$ cat src/slk_pkg.sv
// Shared types and constants for the spherical log kernel direct-sum core.
package slk_pkg;
    localparam int MAX_SOURCES = 256;
    localparam int IDX_W = $clog2(MAX_SOURCES);
    localparam int CNT_W = $clog2(MAX_SOURCES + 1);
    localparam int OP_W = 33;
    localparam int PROD_W = 2 * OP_W;

    localparam logic [31:0] LN2_Q32 = 32'hB17217F8;
    localparam logic [31:0] INV4PI_Q32 = 32'h145F306E;
    localparam logic CMD_LOAD = 1'b0;
    localparam logic CMD_EVAL = 1'b1;

    typedef struct packed {
        logic               cmd;
        logic               first_source;
        logic [19:0]        point_id;
        logic signed [31:0] pos_x;
        logic signed [31:0] pos_y;
        logic signed [31:0] pos_z;
        logic [31:0]        point_area;
        logic signed [31:0] point_potential;
        logic signed [63:0] prior_sum;
    } t_in;

    typedef struct packed {
        logic [19:0]        target_id;
        logic signed [63:0] total;
    } t_out;

    typedef struct packed {
        logic [19:0]        id;
        logic signed [31:0] x;
        logic signed [31:0] y;
        logic signed [31:0] z;
        logic [31:0]        area;
        logic signed [31:0] pot;
    } t_src;
endpackage

$ cat src/slk_mul.sv
// Shared registered signed multiplier used by every multiply step.
module slk_mul
    import slk_pkg::*;
(
    input  logic                     i_clk,
    input  logic signed [OP_W-1:0]   i_opa,
    input  logic signed [OP_W-1:0]   i_opb,
    output logic signed [PROD_W-1:0] o_prod
);
    logic signed [PROD_W-1:0] r_prod;

    always_ff @(posedge i_clk) begin
        r_prod <= i_opa * i_opb;
    end

    assign o_prod = r_prod;
endmodule

$ cat config.mk
export PLATFORM = sky130hd
export DESIGN_NAME = slk_mul
export DESIGN_NICKNAME = d
export VERILOG_FILES = /design/src/slk_pkg.sv /design/src/slk_mul.sv
export SDC_FILE = /design/constraint.sdc
export NUM_CORES = 2
export LEC_CHECK = 0
export BUFFER_PORTS_ARGS = -buffer_cell sky130_fd_sc_hd__buf_2
export CORE_MARGIN = 1.5
export CORE_UTILIZATION = 30
export DETAILED_ROUTE_END_ITERATION = 16
export GPL_TIMING_DRIVEN = 0
export SYNTH_ARGS = -nofsm -noshare
export SYNTH_HDL_FRONTEND = slang
export SYNTH_SLANG_ARGS = --single-unit
$ cat constraint.sdc
create_clock -name i_clk -period 19 [get_ports i_clk]
set_input_delay 0 -clock i_clk [delete_from_list [all_inputs] [get_ports i_clk]]
set_output_delay 0 -clock i_clk [all_outputs]
set_load 0.1 [all_outputs]
# Word level (Yosys, flattened, before mapping)
# Cells that the tools add are included.
[word_totals]
out_inout_bits = 66
input_bits = 67
regBits = 66
word_cells = 2
[op_classes]
n_mul = 1
[ops]
columns = ["op", "n"]
rows = [
  ["$mul A33 B33 Y66", 1],
]

# Longest topological paths before layout
[depth]
ltp_word = 1
depth_mapped = 27
mapped_depth_nobuf = 26

# Worst setup path before layout
# OpenSTA, ideal clock, no wires.
[synth_timing]
path_type = "in2reg"
start = "input i_opa[32]"
end = "register r_prod[62], in the netlist o_prod[62]"
path_stages = 23
arrival_ns = 7.157
setup_time_ns = 0.079
t_required_ns = 18.921
n_path_buf = 2
setup_slack_ns = 11.764
cell_sequence = "clkbuf_1 nand2_1 inv_1 fa_1 fa_1 fa_1 fa_1 fa_1 fa_1 fa_1 inv_1 fa_1 inv_1 ha_1 clkbuf_1 and3_1 nand3_1 nand2b_1 a2111oi_4 a211oi_4 a21o_2 a21o_1 a211oi_2"
[synth_between]
elab_chain_cells = 1
[synth_rtl]
columns = ["item", "line", "rtl"]
rows = [
  ["start, declared", "slk_mul.sv:6", "input logic signed [OP_W-1:0] i_opa,"],
  ["$mul A33 B33 Y66", "slk_mul.sv:13", "r_prod <= i_opa * i_opb;"],
  ["end signal, assigned", "slk_mul.sv:13", ""],
  ["end, declared", "slk_mul.sv:10", "logic signed [PROD_W-1:0] r_prod;"],
]
# Every way passes these cells.

# Worst setup path in the final report
[layout_timing]
start = "input i_opa[32]"
end = "register r_prod[58], in the netlist o_prod[58]"
# The elaborated chain is that of the path after synthesis.

==> reports/metrics.yaml <==
status: "finished, final reports clean"
finalSetupViolations: 0
worstPathRequired_ps: 19300
htreeDepth: 3
dr.pass1.iters: 5
coreArea_um2: 135000
finalCritPeriodShare: 0.495
synthToLayoutAreaGrowth_pct: 7.94
ant_nets: 0
cts_tree: "yes"
cts-resized-gates: 0
routed_wl_mm: 155
syn_nets: 5767
synth_seq_area_share: 0.0324
detailed_place_hpwl_mm: 133
vias: 30631
crit_end: "o_prod[58]"
drc: 0
synthCells: 4338
synthTopCellsByArea: "fa_1 56%, inv_1 10%, and2_1 8.6%"
rsz0062_at_grt: "no"
cp.arrival_ps: 9720
synthArstFlopShare: 0
clock_sinks: 66
root_buffer: "clkbuf_16"
post_cts.repair.setup_buffers: 0
synth_edf_count: 0
synth_area_um2: 40700
globalRouteTotalUtil: 0.232
antenna_found_initial: 36
yosysTopAreaCell: "fa_1"
die_h_um: 371
yosysTopAreaCellShare: 0.563
io_pins: 133
die-area_um2: 138000
ys_ff_latch: 66
clockBufferDepth: 2
drive_gt1_frac: 0.0437
holdBufCountCts: 1
synth-main-ff-cell: "dfxtp_1"
drv_cap: 0
layout_min_cycle_time_ps: 9410
rows: 135
start_kind: "primary input"
io_buffers: 132
nets: 5911
grt_start_max_net_pins: 27
grt_first_pass_wirelength_mm: 227
cts-buffers-inserted: 9
vias_per_cell: 4.87
cp_max_fo: 17
slew_viol_final: 0
postSynthAreaPerCell_um2: 9.39
synth.most_common_cell: "fa_1"
hold_class: "in2reg"
drt-wirelength-per-cell_um: 24.7
max_freq_ghz: 0.106
hold_viol_final: 0
startpoint: "i_opa[32]"
cp-end-kind: "register"
grt_pass1_vias: 32924
worst_pin_slew_ps: 1290
finalWeightedCongestion: 1.02
start_util: 0.301
largest_reg_flops: 66
yosys_warnings: 0
path_clk_slew_ps: 70
tns_ps: 0
grt-ovfl-total: 0
slew_headroom: 0.140
die_w_um: 371
critical_path_class: "in2reg"
yosys-top-cells-count: "1145 x fa_1, 1131 x inv_1, 562 x and2_1"
yosysUniqueCellTypes: 80
drt_iter0_drc: 2652
==> kinds of logic (layout without fill, tap and decap cells) <==
group / count (synthesis) / in the layout / synth area share
flops: 66 / 66 / 0.0324
buf+inv: 1352 / 1501 / 0.125
other cells: 0 / 17 / 0
fa+ha+maj: 1362 / 1362 / 0.629
xor+xnor: 68 / 68 / 0.0146
simple gates: 1271 / 1271 / 0.158
compound gates: 219 / 219 / 0.0407
==> cell type report <==
cell class / count / area (um2)
fillers: 14243 / 91200
multi-input cells: 2920 / 34300
inverters: 1131 / 4250
well taps: 1781 / 2230
flip-flops and latches: 66 / 1320
plain buffers: 221 / 851
repair buffers: 133 / 671
clock buffers: 11 / 233
clock inverters: 5 / 55.1
diodes: 17 / 42.5
==> cells in the final DEF, fill, tap and decap left out, types with 9 or more instances in the layout <==
master	n
clkbuf_16	9
a21oi_1	57
inv_1	1131
o21bai_1	11
nand2b_1	12
diode_2	17
nand2_1	551
nor2_1	68
xnor2_1	43
a21o_1	36
nand3_1	25
xor2_1	25
fa_1	1145
o21ai_0	25
dfxtp_1	66
nand4_1	11
buf_2	143
clkbuf_1	210
and2_1	562
ha_1	217
==> metal layers <==
layer | track usage | part of all wire | vias up
met5 | 0 | 0.00075 | -
met4 | 0.0908 | 0.043 | 18
met3 | 0.0598 | 0.11 | 329
met2 | 0.364 | 0.45 | 1509
met1 | 0.307 | 0.40 | 16122
li1 | - | - | 12653
==> metrics by stage <==
stage | std cells | hold WS (ps) | worst slack [ps] | cell area (um2) | utilization
final | 6285 | 293 | 9590 | 44000 | 0.325
after global routing | 6274 | 308 | 9140 | 43900 | 0.325
after CTS | 6268 | 243 | 9380 | 43900 | 0.325
after floorplan | 4338 | 127 | 11760 | 40700 | -
after global placement | 6251 | 481 | 8920 | 43600 | 0.323
after detailed placement | 6251 | 468 | 8990 | 43600 | 0.323
==> worst min-delay path by stage <==
stage	from	endpoint	slack [ps]	cells after the start
CTS	i_opa[1]	o_prod[1]	240	3
detailed placement	i_opa[0]	o_prod[0]	470	2
global placement	i_opa[0]	o_prod[0]	480	2
floorplan	i_opa[0]	o_prod[0]	130	1
finish	i_opa[1]	o_prod[1]	290	3
global route	i_opa[1]	o_prod[1]	310	3
==> worst max-delay path, cell delays in order <==
cell and delay (ps):
buf_2 240, clkbuf_1 780, nand2_1 210, inv_1 190, fa_1 510, fa_1 640
fa_1 710, fa_1 1340, fa_1 590, fa_1 520, fa_1 500, inv_1 50
fa_1 480, inv_1 50, ha_1 260, clkbuf_1 220, and3_1 240, nand3_1 150
nand2b_1 430, nor2_1 290, a211oi_4 700, a21oi_2 210, nor4b_2 280, a311oi_1 80
Power is not shown: default switching activity piles up to over one toggle a cycle in this logic, so the estimate is an artifact.
